--- src/rtl/water_ripple_grid_step_macros.svh ---
// ----------------------------------------------------------------------------
// water ripple grid step: assertion macros
// Concurrent assertion wrappers used by the top rtl file.
// ----------------------------------------------------------------------------
`ifndef WATER_RIPPLE_GRID_STEP_MACROS_SVH
`define WATER_RIPPLE_GRID_STEP_MACROS_SVH

`ifndef ASSERT_OFF
// checked while out of reset
`define WRG_ASSERT(lbl, clk, rst_n, prop) \
  lbl: assert property (@(posedge clk) disable iff (!rst_n) prop) \
    else $error("wrg assertion failed");
// checked during reset too
`define WRG_ASSERT_ALWAYS(lbl, clk, prop) \
  lbl: assert property (@(posedge clk) prop) \
    else $error("wrg assertion failed");
`else
`define WRG_ASSERT(lbl, clk, rst_n, prop)
`define WRG_ASSERT_ALWAYS(lbl, clk, prop)
`endif

`endif

--- src/rtl/wrg_pkg.sv ---
// ----------------------------------------------------------------------------
// wrg_pkg
// Types, constants and helpers of the water ripple grid step block.
// ----------------------------------------------------------------------------
`default_nettype none

package wrg_pkg;

  localparam int unsigned GridWidthDef  = 128;
  localparam int unsigned GridHeightDef = 128;

  localparam int unsigned CfgIdxW  = 3;
  localparam int unsigned CfgDataW = 16;

  // restoring divider: numerator covers |neighbour sum| and 150 * val
  localparam int unsigned DivNumW = 19;
  localparam int unsigned DivDenW = 8;

  localparam int unsigned MulAW = 29;
  localparam int unsigned MulBW = 17;
  localparam int unsigned MulPW = MulAW + MulBW;

  localparam logic [9:0]  StiffRst = 10'd150;
  localparam logic [15:0] DampRst  = 16'd8520;
  localparam logic [11:0] AmpRst   = 12'd1638;
  localparam logic [7:0]  SpanRst  = 8'd160;
  localparam logic [7:0]  BlueFull = 8'd255;
  localparam logic [7:0]  BlueGain = 8'd150;

  typedef enum logic [CfgIdxW-1:0] {
    CFG_STIFFNESS = 3'd0,
    CFG_DAMPING   = 3'd1,
    CFG_AMPLITUDE = 3'd2,
    CFG_SPAN      = 3'd3
  } cfg_idx_e;

  typedef struct packed {
    logic        is_land;
    logic        raft_here;
    logic        disturb_here;
    logic [15:0] time_step;
  } in_t;

  typedef struct packed {
    logic signed [15:0] height;
    logic [7:0]         red;
    logic [7:0]         green;
    logic [7:0]         blue;
    logic               last_of_frame;
  } out_t;

  typedef struct packed {
    logic               done;
    logic [DivNumW-1:0] quot;
    logic               rem_nz;
  } div_res_t;

  typedef enum logic [4:0] {
    ST_CLEAR,
    ST_IDLE,
    ST_READ,
    ST_DRAIN,
    ST_MEAN,
    ST_MEAN_WAIT,
    ST_M1,
    ST_M2,
    ST_M3,
    ST_M4,
    ST_M5,
    ST_M6,
    ST_M7,
    ST_COL1,
    ST_COL2,
    ST_COL3,
    ST_BLUE,
    ST_BLUE_WAIT,
    ST_FIN
  } state_e;

  function automatic logic signed [15:0] sat16(input logic signed [31:0] x);
    logic signed [15:0] r;
    if (x > 32'sd32767) r = 16'sh7fff;
    else if (x < -32'sd32768) r = 16'sh8000;
    else r = x[15:0];
    return r;
  endfunction

endpackage

`default_nettype wire

--- src/rtl/wrg_div.sv ---
// ----------------------------------------------------------------------------
// wrg_div
// Serial restoring divider, one quotient bit per cycle.
// ----------------------------------------------------------------------------
`default_nettype none

module wrg_div (
  input  wire logic                          clk_i,
  input  wire logic                          rst_ni,
  input  wire logic                          start_i,
  input  wire logic [wrg_pkg::DivNumW-1:0]   num_i,
  input  wire logic [wrg_pkg::DivDenW-1:0]   den_i,
  output logic                               busy_o,
  output wrg_pkg::div_res_t                  res_o
);
  import wrg_pkg::*;

  localparam int unsigned CntW = $clog2(DivNumW + 1);

  logic [CntW-1:0]    cnt_q, cnt_d;
  logic               busy_q, busy_d;
  logic               done_q, done_d;
  logic [DivNumW-1:0] num_q, num_d;
  logic [DivNumW-1:0] quot_q, quot_d;
  logic [DivDenW-1:0] den_q, den_d;
  logic [DivDenW-1:0] rem_q, rem_d;
  logic [DivDenW:0]   trial;

  always_comb begin
    cnt_d  = cnt_q;
    busy_d = busy_q;
    done_d = 1'b0;
    num_d  = num_q;
    quot_d = quot_q;
    den_d  = den_q;
    rem_d  = rem_q;
    trial  = {rem_q, num_q[DivNumW-1]};
    if (start_i) begin
      busy_d = 1'b1;
      cnt_d  = CntW'(DivNumW);
      num_d  = num_i;
      den_d  = den_i;
      rem_d  = '0;
      quot_d = '0;
    end else if (busy_q) begin
      num_d = {num_q[DivNumW-2:0], 1'b0};
      if (trial >= {1'b0, den_q}) begin
        rem_d  = DivDenW'(trial - {1'b0, den_q});
        quot_d = {quot_q[DivNumW-2:0], 1'b1};
      end else begin
        rem_d  = trial[DivDenW-1:0];
        quot_d = {quot_q[DivNumW-2:0], 1'b0};
      end
      cnt_d = cnt_q - 1'b1;
      if (cnt_q == CntW'(1)) begin
        busy_d = 1'b0;
        done_d = 1'b1;
      end
    end
  end

  always_ff @(posedge clk_i or negedge rst_ni) begin
    if (!rst_ni) begin
      busy_q <= 1'b0;
      done_q <= 1'b0;
      cnt_q  <= '0;
    end else begin
      busy_q <= busy_d;
      done_q <= done_d;
      cnt_q  <= cnt_d;
    end
  end

  always_ff @(posedge clk_i) begin
    num_q  <= num_d;
    quot_q <= quot_d;
    den_q  <= den_d;
    rem_q  <= rem_d;
  end

  assign busy_o        = busy_q;
  assign res_o.done    = done_q;
  assign res_o.quot    = quot_q;
  assign res_o.rem_nz  = (rem_q != '0);

endmodule

`default_nettype wire

--- config.mk ---
export PLATFORM = sky130hd
export DESIGN_NAME = wrg_div
export DESIGN_NICKNAME = d
export VERILOG_FILES = /design/src/rtl/water_ripple_grid_step_macros.svh /design/src/rtl/wrg_pkg.sv /design/src/rtl/wrg_div.sv
export SDC_FILE = /design/constraint.sdc
export NUM_CORES = 1
export LEC_CHECK = 0
export BUFFER_PORTS_ARGS = -buffer_cell sky130_fd_sc_hd__buf_4
export CELL_PAD_IN_SITES_DETAIL_PLACEMENT = 1
export CELL_PAD_IN_SITES_GLOBAL_PLACEMENT = 2
export CORE_ASPECT_RATIO = 0.8
export CORE_MARGIN = 1
export CORE_UTILIZATION = 36
export DETAILED_ROUTE_END_ITERATION = 16
export PLACE_DENSITY = 0.89
export SLEW_MARGIN = 15
export SYNTH_ARGS = -nofsm -noshare
export SYNTH_HDL_FRONTEND = slang
export SYNTH_SLANG_ARGS = --single-unit
--- constraint.sdc ---
create_clock -name clk_i -period 2.5 [get_ports clk_i]
set_input_delay 0.5 -clock clk_i [delete_from_list [all_inputs] [get_ports clk_i]]
set_output_delay 0.5 -clock clk_i [all_outputs]
set_load 0.05 [all_outputs]
Yosys cells after proc, flatten, opt, wreduce, memory -nomap -nowiden
Index checks and enable logic that the tools add are counted.
{"block": "totals", "reg_bits": 61, "latch_bits": 0, "mem_bits_rw": 0, "romBits": 0, "inputBits": 30, "elab_cells": 25, "memories": 0}
{"block": "classes", "n_addsub": 2, "n_mul": 0, "div_mod_pow": 0, "order_cmp": 1, "eq_ne": 1, "shifts": 0, "muxes": 12, "bitwise_logic": 0, "n_reduce_logical": 2}
{"op": "$mux 19", "n": 2}
{"op": "$mux 5", "n": 2}
{"op": "$ge 9x8->1", "n": 1}
{"op": "$mux 8", "n": 1}
{"op": "$reduce_bool 8->1", "n": 1}
{"op": "$sub 8x8->8", "n": 1}
{"op": "$mux 1", "n": 7}
{"op": "$eq 5x1->1 const B", "n": 1}
{"op": "$sub 5x1->5 const B", "n": 1}
{"op": "$reduce_bool 2->1", "n": 1}

Logic depth before layout (Yosys ltp)
Gate-level depths: netlist (run 1).
{"block": "logic_depth", "ltp_word": 4, "mapped_depth": 8, "mapped_depth_nobuf": 8}

Worst setup path before layout (run 1)
No wires, ideal clock.
{"block": "synth_timing", "path_type": "flip-flop to flip-flop", "from": "reg den_q[4]", "to": "reg rem_q[4]", "setup_ps": 88, "t_arrival_ps": 1984, "required_ps": 2412, "setup_slack_ps": 428, "stages_incl_launch_ff": 9, "synth_period_minus_slack_ps": 2072, "path_cell_list": "edfxtp_1 -> inv_1 -> ha_1 -> and2_4 -> a221oi_4 -> a211oi_2 -> buf_6 -> or3b_1 -> a311oi_2"}
{"block": "synth_between", "elab_chain_cells": 2}
{"item": "from (decl)", "line_no": "wrg_div.sv:25", "text": "logic [DivDenW-1:0] den_q, den_d;"}
{"item": "from (signal assigned)", "line_no": "wrg_div.sv:77", "text": "den_q <= den_d;"}
{"item": "$sub 8x8->8 or $ge 9x8->1 (tied branches)", "line_no": "wrg_div.sv:48, wrg_div.sv:47"}
{"item": "$mux 8 *", "line_no": "wrg_div.sv:47", "text": "if (trial >= {1'b0, den_q}) begin"}
{"item": "to (signal assigned)", "line_no": "wrg_div.sv:78", "text": "rem_q <= rem_d;"}
{"item": "to (decl)", "line_no": "wrg_div.sv:26", "text": "logic [DivDenW-1:0] rem_q, rem_d;"}
Every way passes the cells marked *; elsewhere a longest branch is shown, timed or not.
A chain may end at the register's enable or synchronous reset.

Worst setup path after layout (run 1)
{"block": "layout_timing", "from": "reg den_q[1]", "to": "reg rem_q[4]"}
Same word-level chain as after synthesis.

==> flow_summary.json, run 1 <==
{
  "firstDrtPassIters": 4,
  "vias": 2109,
  "finalSetupViolations": 0,
  "synth_seq_area_share": 0.5297,
  "critPathCaptureType": "flop",
  "grt_usage": 0.1723,
  "cts-root-buf": "clkbuf_8",
  "grt_pass1_vias": 2145,
  "ant_nets": 0,
  "gp_congestion": 0.8354,
  "drt-initial-drc-count": 58,
  "cts_buffers": 9,
  "clock-sinks": 61,
  "htree_num_levels": 3,
  "cts_max_path_buffers": 2,
  "syn-num-nets": 289,
  "clk-insertion-delay-late_ns": 0.35,
  "slew_headroom": 0.7014,
  "drt-vias-per-instance": 5.082,
  "ys.flop_type": "edfxtp_1",
  "yosys_warnings": 0,
  "syn_area_um2": 2882,
  "min_path_type": "input pin to flop",
  "skew_ns": 0.008365,
  "p_per_area_nw_per_um2": 895.1,
  "hold_viol": 0,
  "synthArstFlopShare": 0.1148,
  "yosys.area.top_type": "edfxtp_1",
  "synth_enable_flop_cells": 27,
  "syn2layout_area_growth_pct": 25.62,
  "cp.arrival_ns": 2.50,
  "worstMarginPinSlew_ns": 0.4465,
  "p_leak_nw": 1.619,
  "syn_inst": 248,
  "rows": 28,
  "cap_viol_max_count": 0,
  "rsz0062_at_grt": "no",
  "antenna_found_initial": 0,
  "finalPower_w": 0.003240,
  "grt_start_max_net_pins": 37,
  "hpwl_um": 4611,
  "dieWidth_um": 102.0,
  "nets": 346,
  "n_fill_cell": 830,
  "die_h_um": 82.02,
  "synth_area_leaders": "edfxtp_1, dfxtp_1, mux2_2",
  "worst_setup_path_start_kind": "flop",
  "fmax_ghz": 0.4455,
  "required_ns": 2.76,
  "run_status": "completed",
  "coreArea_um2": 7567,
  "grt_overflow_total": 0,
  "drive_above_1_share": 0.3161,
  "die_area_um2": 8368,
  "design_area_um2": 3620,
  "synth_top_area_share": 0.2814,
  "crit_fanout": 12,
  "cts_setup_buffers": 0,
  "ios": 52,
  "vdd_ir_drop_max_mv": 0.3031,
  "clk_pin_slew_ns": 0.07,
  "crit_type": "flop to flop",
  "antenna_cells": 0,
  "tritoncts": "built",
  "synth_commonest_cells": "nor2_1, dfxtp_1, edfxtp_1, mux2_2, mux2i_1",
  "drcViolationCount": 0,
  "finalCriticalPeriod_ns": 2.245,
  "synthDistinctLibCells": 50,
  "finalMaxSlewViolations": 0,
  "initial_core_util": 0.3808,
  "placed_area_um2": 3386,
  "grt_pass1_wl_um": 10630,
  "finalCritPeriodShare": 0.8979,
  "port_buffers": 51,
  "tns_ns": 0,
  "synthMostInstantiatedCell": "nor2_1",
  "syn_area_per_cell_um2": 11.62,
  "wl_per_cell_um": 15.75,
  "ys_ff_latch": 61,
  "drt-total-wl_um": 6535
}
==> power by group <==
| part | switching [W] | internal [W] |
|---|---|---|
| registers | 0.000108 | 0.00117 |
| clock network | 0.000387 | 0.000536 |
| logic | 0.000591 | 0.000449 |
| total | 0.00109 | 0.00215 |
==> final cells by class <==
cell class                      instances  area [µm²]  area share
Timing Repair Buffer                   59       445.4      0.1231
Sequential cell                        61        1526      0.4217
Tap cell                              105       131.4     0.03629
Clock inverter                          1       7.507    0.002074
Multi-Input combinational cell        161        1251      0.3457
Clock buffer                           15       209.0     0.05773
Inverter                               13       48.80     0.01348
==> metrics by stage <==
stage               hold slack [ns]  instances  setup WS [ns]  utilization
floorplan                    0.2044        248         0.4283            -
global placement             0.3179        398         0.2907       0.4474
detailed placement           0.3188        398         0.1264       0.4474
CTS                          0.3031        415         0.1191       0.4773
global route                 0.3066        415         0.1038       0.4783
finish                       0.3221        415         0.2553       0.4783
==> worst max-delay path: stages (launching register included) <==
cell	delay [ns]
edfxtp_1	0.40
inv_1	0.07
ha_1	0.32
nor2b_1	0.18
o211ai_1	0.19
a211oi_4	0.50
o21ai_0	0.22
a311oi_2	0.28
==> registers in the layout (all words and copies together) (netlist names) <==
register and cells:
done_q 1, num_q 19, cnt_q 5, rem_q 8, busy_o 1, den_q 8, quot_q 19
==> metal layers <==
layer | up-vias | global-route usage | part of all wire
met3 | 12 | 0.05362 | 0.058
met2 | 54 | 0.2852 | 0.47
met1 | 1028 | 0.2131 | 0.46
li1 | 1015 | - | -
met4 | 0 | 0.06000 | 0.014
met5 | - | 0 | 0
==> final timing paths <==
kind                             from         end  slack (ns)  cells past startpoint
hold reg to reg            quot_q[18]  quot_q[18]        0.51                      2
hold / removal               den_i[2]    den_q[2]        0.32                      1
setup reg to reg             den_q[1]    rem_q[4]        0.26                      7
max in group asynchronous      rst_ni    cnt_q[1]        1.88                      2
min in group asynchronous      rst_ni    cnt_q[2]        0.50                      2
setup / recovery             den_q[1]    rem_q[4]        0.26                      7
==> what timing repair did <==
| item | 4_1_cts | 5_1_grt |
|---|---|---|
| gates resized for setup | 0 | 1 |
| hold buffers | 1 | 0 |
| endpoints found under the hold margin | 7 | 0 |
| setup endpoints to repair | 0 | 5 |
==> cells by family (layout without fill, tap and decap cells) <==
logic type / count (synthesis) / in the layout / share of synthesized area
mux: 36 / 36 / 0.1329
buf+inv: 26 / 88 / 0.03865
flops: 61 / 61 / 0.5297
fa+ha+maj: 11 / 11 / 0.05037
simple gates: 68 / 68 / 0.1194
xor+xnor: 8 / 8 / 0.02431
compound gates: 38 / 38 / 0.1046
==> layout by cell type, fill, tap and decap left out, types with 3 or more instances in the layout <==
cell type	n
ha_1	10
dfrtp_1	7
buf_4	58
edfxtp_1	27
inv_1	13
xor2_1	4
nand2_1	10
clkbuf_8	11
nand2b_1	6
mux2_2	18
xnor2_1	4
o21ai_0	10
dfxtp_1	27
a311oi_1	3
nor4b_1	3
nor2_1	31
a21oi_1	5
mux2i_1	18
Power figures use the tool's default switching activity.
==> run 2, diff against run 1 <==
--- a/config.mk
+++ b/config.mk
@@ -6,12 +6,14 @@
 export NUM_CORES = 1
 export LEC_CHECK = 0
 export BUFFER_PORTS_ARGS = -buffer_cell sky130_fd_sc_hd__buf_4
-export CELL_PAD_IN_SITES_DETAIL_PLACEMENT = 1
-export CELL_PAD_IN_SITES_GLOBAL_PLACEMENT = 2
+export CELL_PAD_IN_SITES_DETAIL_PLACEMENT = 0
+export CELL_PAD_IN_SITES_GLOBAL_PLACEMENT = 1
 export CORE_ASPECT_RATIO = 0.8
 export CORE_MARGIN = 1
-export CORE_UTILIZATION = 36
+export CORE_UTILIZATION = 44
+export CTS_CLUSTER_DIAMETER = 50
 export DETAILED_ROUTE_END_ITERATION = 16
+export MAX_ROUTING_LAYER = met4
 export PLACE_DENSITY = 0.89
 export SLEW_MARGIN = 15
 export SYNTH_ARGS = -nofsm -noshare
==> flow_summary.json, run 2 (same netlist as run 1, synthesis figures left out) <==
{
  "run_status": "completed",
  "fmax_ghz": 0.4447,
  "top_regs": "num_q (19), quot_q (19)",
  "nets": 344,
  "drt-initial-drc-count": 135,
  "hpwl_um": 3843,
  "p_per_area_nw_per_um2": 846.7,
  "syn2layout_area_growth_pct": 22.06,
  "tritoncts": "built",
  "rsz0062_at_grt": "no",
  "cp_cell_sequence": "inv_1 > ha_1 > and2_4 > o211ai_1 > a211oi_4 > o21ai_0 > a311oi_1",
  "slowest_delay_ns": 0.51,
  "n_fill_cell": 553,
  "path_depth": 7,
  "firstDrtPassIters": 4,
  "ant_nets": 0,
  "cts-root-buf": "clkbuf_8",
  "hold_viol": 0,
  "crit_family": "compound AO/OA/AOI/OAI gates",
  "worstMarginPinSlew_ns": 0.5758,
  "drive_above_1_share": 0.3117,
  "drt-vias-per-instance": 5.144,
  "coreArea_um2": 6100,
  "finalCritPeriodShare": 0.8996,
  "reg2regPathDepth": 7,
  "clk-insertion-delay-late_ns": 0.34,
  "required_ns": 2.75,
  "slew_headroom": 0.6162,
  "cts_buffers": 9,
  "layout_common_cells": "buf_4, nor2_1, edfxtp_1, dfxtp_1",
  "port_buffers": 51,
  "p_leak_nw": 1.585,
  "crit_fanout": 12,
  "final_common_cell": "buf_4",
  "finalMaxSlewViolations": 0,
  "ios": 52,
  "grt_usage": 0.1754,
  "die_h_um": 74.38,
  "drt-total-wl_um": 5481,
  "critPathSlowestCell": "a211oi_4",
  "rows": 25,
  "htree_num_levels": 3,
  "cts_max_path_buffers": 2,
  "cts_setup_buffers": 0,
  "clock-sinks": 61,
  "min_path_type": "input pin to flop",
  "finalSetupViolations": 0,
  "cap_viol_max_count": 0,
  "wl_per_cell_um": 14.09,
  "worst_setup_path_start_kind": "flop",
  "vias": 2001,
  "antenna_cells": 0,
  "clk_pin_slew_ns": 0.06,
  "finalCriticalPeriod_ns": 2.249,
  "cp_num_buf_inv": 1,
  "grt_pass1_wl_um": 8618,
  "grt_start_max_net_pins": 34,
  "skew_ns": 0.004819,
  "gp_congestion": 0.8506,
  "die_area_um2": 6878,
  "holdPathStages": 1,
  "vdd_ir_drop_max_mv": 0.4914,
  "dieWidth_um": 92.48,
  "antenna_found_initial": 0,
  "drcViolationCount": 0,
  "grt_overflow_total": 0,
  "critPathCaptureType": "flop",
  "initial_core_util": 0.4724,
  "tns_ns": 0,
  "crit_type": "flop to flop",
  "cp.arrival_ns": 2.50,
  "holdWs_ns": 0.3308,
  "grt_pass1_vias": 1779
}
run 2: worst reg2reg max path, stage by stage (launching register included):
cell and delay, ns:
edfxtp_1 0.32, inv_1 0.04, ha_1 0.39, and2_4 0.22, o211ai_1 0.20, a211oi_4 0.51, o21ai_0 0.20, a311oi_1 0.28
run 2: through the flow:
step	power (W)	cells	area, µm²	utilization	worst slack [ns]
global placement	0.002241	372	3341	0.5477	0.2570
finish	0.002978	389	3517	0.5766	0.2511
global route	0.003139	389	3517	0.5766	0.1267
detailed placement	0.002256	372	3341	0.5477	0.1779
CTS	0.002992	389	3510	0.5754	0.1735
floorplan	0.001995	248	2882	-	0.4283
run 2: layer usage:
metal,vias up,GRT usage,part of all wire
li1,1004,-,-
met1,931,0.2303,0.51
met2,57,0.2428,0.41
met3,9,0.05930,0.063
met4,0,0.08333,0.020
met5,-,-,0
run 2: worst paths after layout:
check / start / slack [ns] / to
min reg2reg: quot_q[18] / 0.51 / quot_q[18]
max in group asynchronous: rst_ni / 1.87 / cnt_q[0]
min: den_i[1] / 0.33 / den_q[1]
min in group asynchronous: rst_ni / 0.51 / cnt_q[2]
max reg2reg: den_q[4] / 0.25 / rem_q[3]
max: den_q[4] / 0.25 / rem_q[3]
run 2: timing repair:
| action | in CTS | in global routing |
|---|---|---|
| hold buffers | 1 | 0 |
| resized for setup | 0 | 1 |
| endpoints found under the setup margin | 0 | 1 |
| endpoints found under the hold margin | 7 | 0 |
run 2: layout make-up:
cell class / count / area (µm²) / area share
Clock buffer: 11 / 131.4 / 0.03735
Clock inverter: 5 / 27.53 / 0.007826
Inverter: 13 / 48.80 / 0.01387
Multi-Input combinational cell: 161 / 1251 / 0.3557
Sequential cell: 61 / 1526 / 0.4340
Tap cell: 81 / 101.3 / 0.02882
Timing Repair Buffer: 57 / 430.4 / 0.1224
run 2: power breakdown:
group | internal [W] | total, W | switching [W]
sequential | 0.00117 | 0.00128 | 0.000107
combinational | 0.000426 | 0.000983 | 0.000557
clock | 0.000352 | 0.000719 | 0.000367
total | 0.00195 | 0.00298 | 0.00103
==> run 3, diff against run 2 <==
==> constraint.sdc (replaced) <==
create_clock -name clk_i -period 2.5 [get_ports clk_i]
set_input_delay 0.5 -clock clk_i [delete_from_list [all_inputs] [get_ports clk_i]]
set_output_delay 0.5 -clock clk_i [all_outputs]
set_load 0.01 [all_outputs]
==> flow_summary.json, run 3 (same netlist as run 1, synthesis figures left out) <==
{
  "slew_headroom": 0.6917,
  "r2r_end": "rem_q[4]",
  "finalWorstSetupSlack_ns": 0.2146,
  "clk-insertion-delay-late_ns": 0.34,
  "die_h_um": 74.38,
  "drive_above_1_share": 0.3084,
  "initial_core_util": 0.4724,
  "firstDrtPassIters": 4,
  "area.sequential_um2": 1526,
  "crit_fanout": 12,
  "wl_per_cell_um": 14.33,
  "cts_setup_buffers": 0,
  "placed_area_um2": 3341,
  "antenna_found_initial": 0,
  "clock-sinks": 61,
  "finalSetupViolations": 0,
  "dieWidth_um": 92.48,
  "top_regs": "num_q (19), quot_q (19)",
  "gp_congestion": 0.8396,
  "cap_viol_max_count": 0,
  "grt_pass1_vias": 1823,
  "fmax_ghz": 0.4376,
  "skew_ns": 0.008250,
  "final_common_cell": "buf_4",
  "hpwl_um": 3858,
  "critPathCaptureType": "flop",
  "reg2regPathDepth": 6,
  "crit_type": "flop to flop",
  "cts_max_path_buffers": 2,
  "dp_worst_setup_slack_ns": 0.1335,
  "vias": 2048,
  "drcViolationCount": 0,
  "grt_usage": 0.1790,
  "cts-root-buf": "clkbuf_8",
  "p_per_area_nw_per_um2": 884.7,
  "reg2reg_slack_ns": 0.21,
  "min_path_type": "input pin to flop",
  "finalCriticalPeriod_ns": 2.285,
  "grt_start_max_net_pins": 34,
  "htree_num_levels": 3,
  "cp.arrival_ns": 2.54,
  "coreArea_um2": 6100,
  "port_buffers": 51,
  "grt_pass1_wl_um": 8838,
  "n_fill_cell": 535,
  "clk_pin_slew_ns": 0.06,
  "endpoint": "rem_q[4]",
  "multi_input_area_um2": 1251,
  "drt-vias-per-instance": 5.265,
  "finalPower_w": 0.003175,
  "required_ns": 2.75,
  "tns_ns": 0,
  "r2r-start": "rem_q[3]",
  "design_area_um2": 3588,
  "rows": 25,
  "die_area_um2": 6878,
  "syn2layout_area_growth_pct": 24.53,
  "vdd_ir_drop_max_mv": 0.6545,
  "hold_viol": 0,
  "run_status": "completed",
  "drt-total-wl_um": 5574,
  "timing.critical_path.from": "rem_q[3]",
  "rsz0062_at_grt": "no",
  "ios": 52,
  "holdWs_ns": 0.3386,
  "ant_nets": 0,
  "p_leak_nw": 1.618,
  "nets": 344,
  "layout_common_cells": "buf_4, nor2_1, edfxtp_1, dfxtp_1",
  "finalCritPeriodShare": 0.9142,
  "cts_buffers": 9,
  "worst_setup_path_start_kind": "flop",
  "finalMaxSlewViolations": 0,
  "tritoncts": "built",
  "worstMarginPinSlew_ns": 0.4609,
  "drt-initial-drc-count": 108,
  "grt_overflow_total": 0,
  "antenna_cells": 0
}
==> run 3: changes by cell type in the layout (fill, tap and decap cells not counted) <==
cell and delta:
bufinv_16 +3, clkinvlp_4 -1, clkinv_2 -3, clkinv_1 +1
==> run 3: what timing repair did <==
| item | CTS | global route |
|---|---|---|
| endpoints found under the setup margin | 0 | 3 |
| resized for setup | 0 | 1 |
| hold buffers | 1 | 0 |
| endpoints found under the hold margin | 7 | 0 |
==> run 3: per-stage QoR <==
| stage | cells | util |
|---|---|---|
| 2_1_floorplan | 248 | - |
| 3_3_place_gp | 372 | 0.5477 |
| 3_5_place_dp | 372 | 0.5477 |
| 4_1_cts | 389 | 0.5871 |
| 5_1_grt | 389 | 0.5883 |
| 6_report | 389 | 0.5883 |
==> run 3: final cells by class <==
type	instances	area share
Sequential cell	61	0.4254
Multi-Input combinational cell	161	0.3487
Timing Repair Buffer	57	0.1199
Clock buffer	11	0.03661
Tap cell	81	0.02824
Clock inverter	5	0.02755
Inverter	13	0.01360
==> run 3: critical path, cell delays in order, from the launching register on <==
cell	delay [ns]
dfxtp_1	0.34
ha_1	0.41
and2_4	0.22
o211ai_1	0.19
a211oi_4	0.51
o21ai_0	0.24
a311oi_2	0.29
==> run 3: routing by layer <==
layer,GRT usage,vias to the layer above,share of wire
li1,-,1007,-
met1,0.2396,969,0.50
met2,0.2486,68,0.42
met3,0.05930,4,0.069
met4,0.07292,0,0.0065
met5,-,-,0
==> run 3: worst min path at each step <==
stage,end,depth (start not counted),start
2_1_floorplan,busy_o,0,rst_ni
3_3_place_gp,cnt_q[2],1,rst_ni
3_5_place_dp,cnt_q[3],1,rst_ni
4_1_cts,den_q[4],1,den_i[4]
5_1_grt,den_q[6],1,den_i[6]
6_report,den_q[5],1,den_i[5]
==> run 3: where the power goes <==
| part | leakage, nW | total, W | switching (W) | internal [W] |
|---|---|---|---|---|
| clock network | 0.115 | 0.00102 | 0.000367 | 0.000658 |
| registers | 0.580 | 0.00128 | 0.000107 | 0.00117 |
| logic | 0.922 | 0.000875 | 0.000452 | 0.000423 |
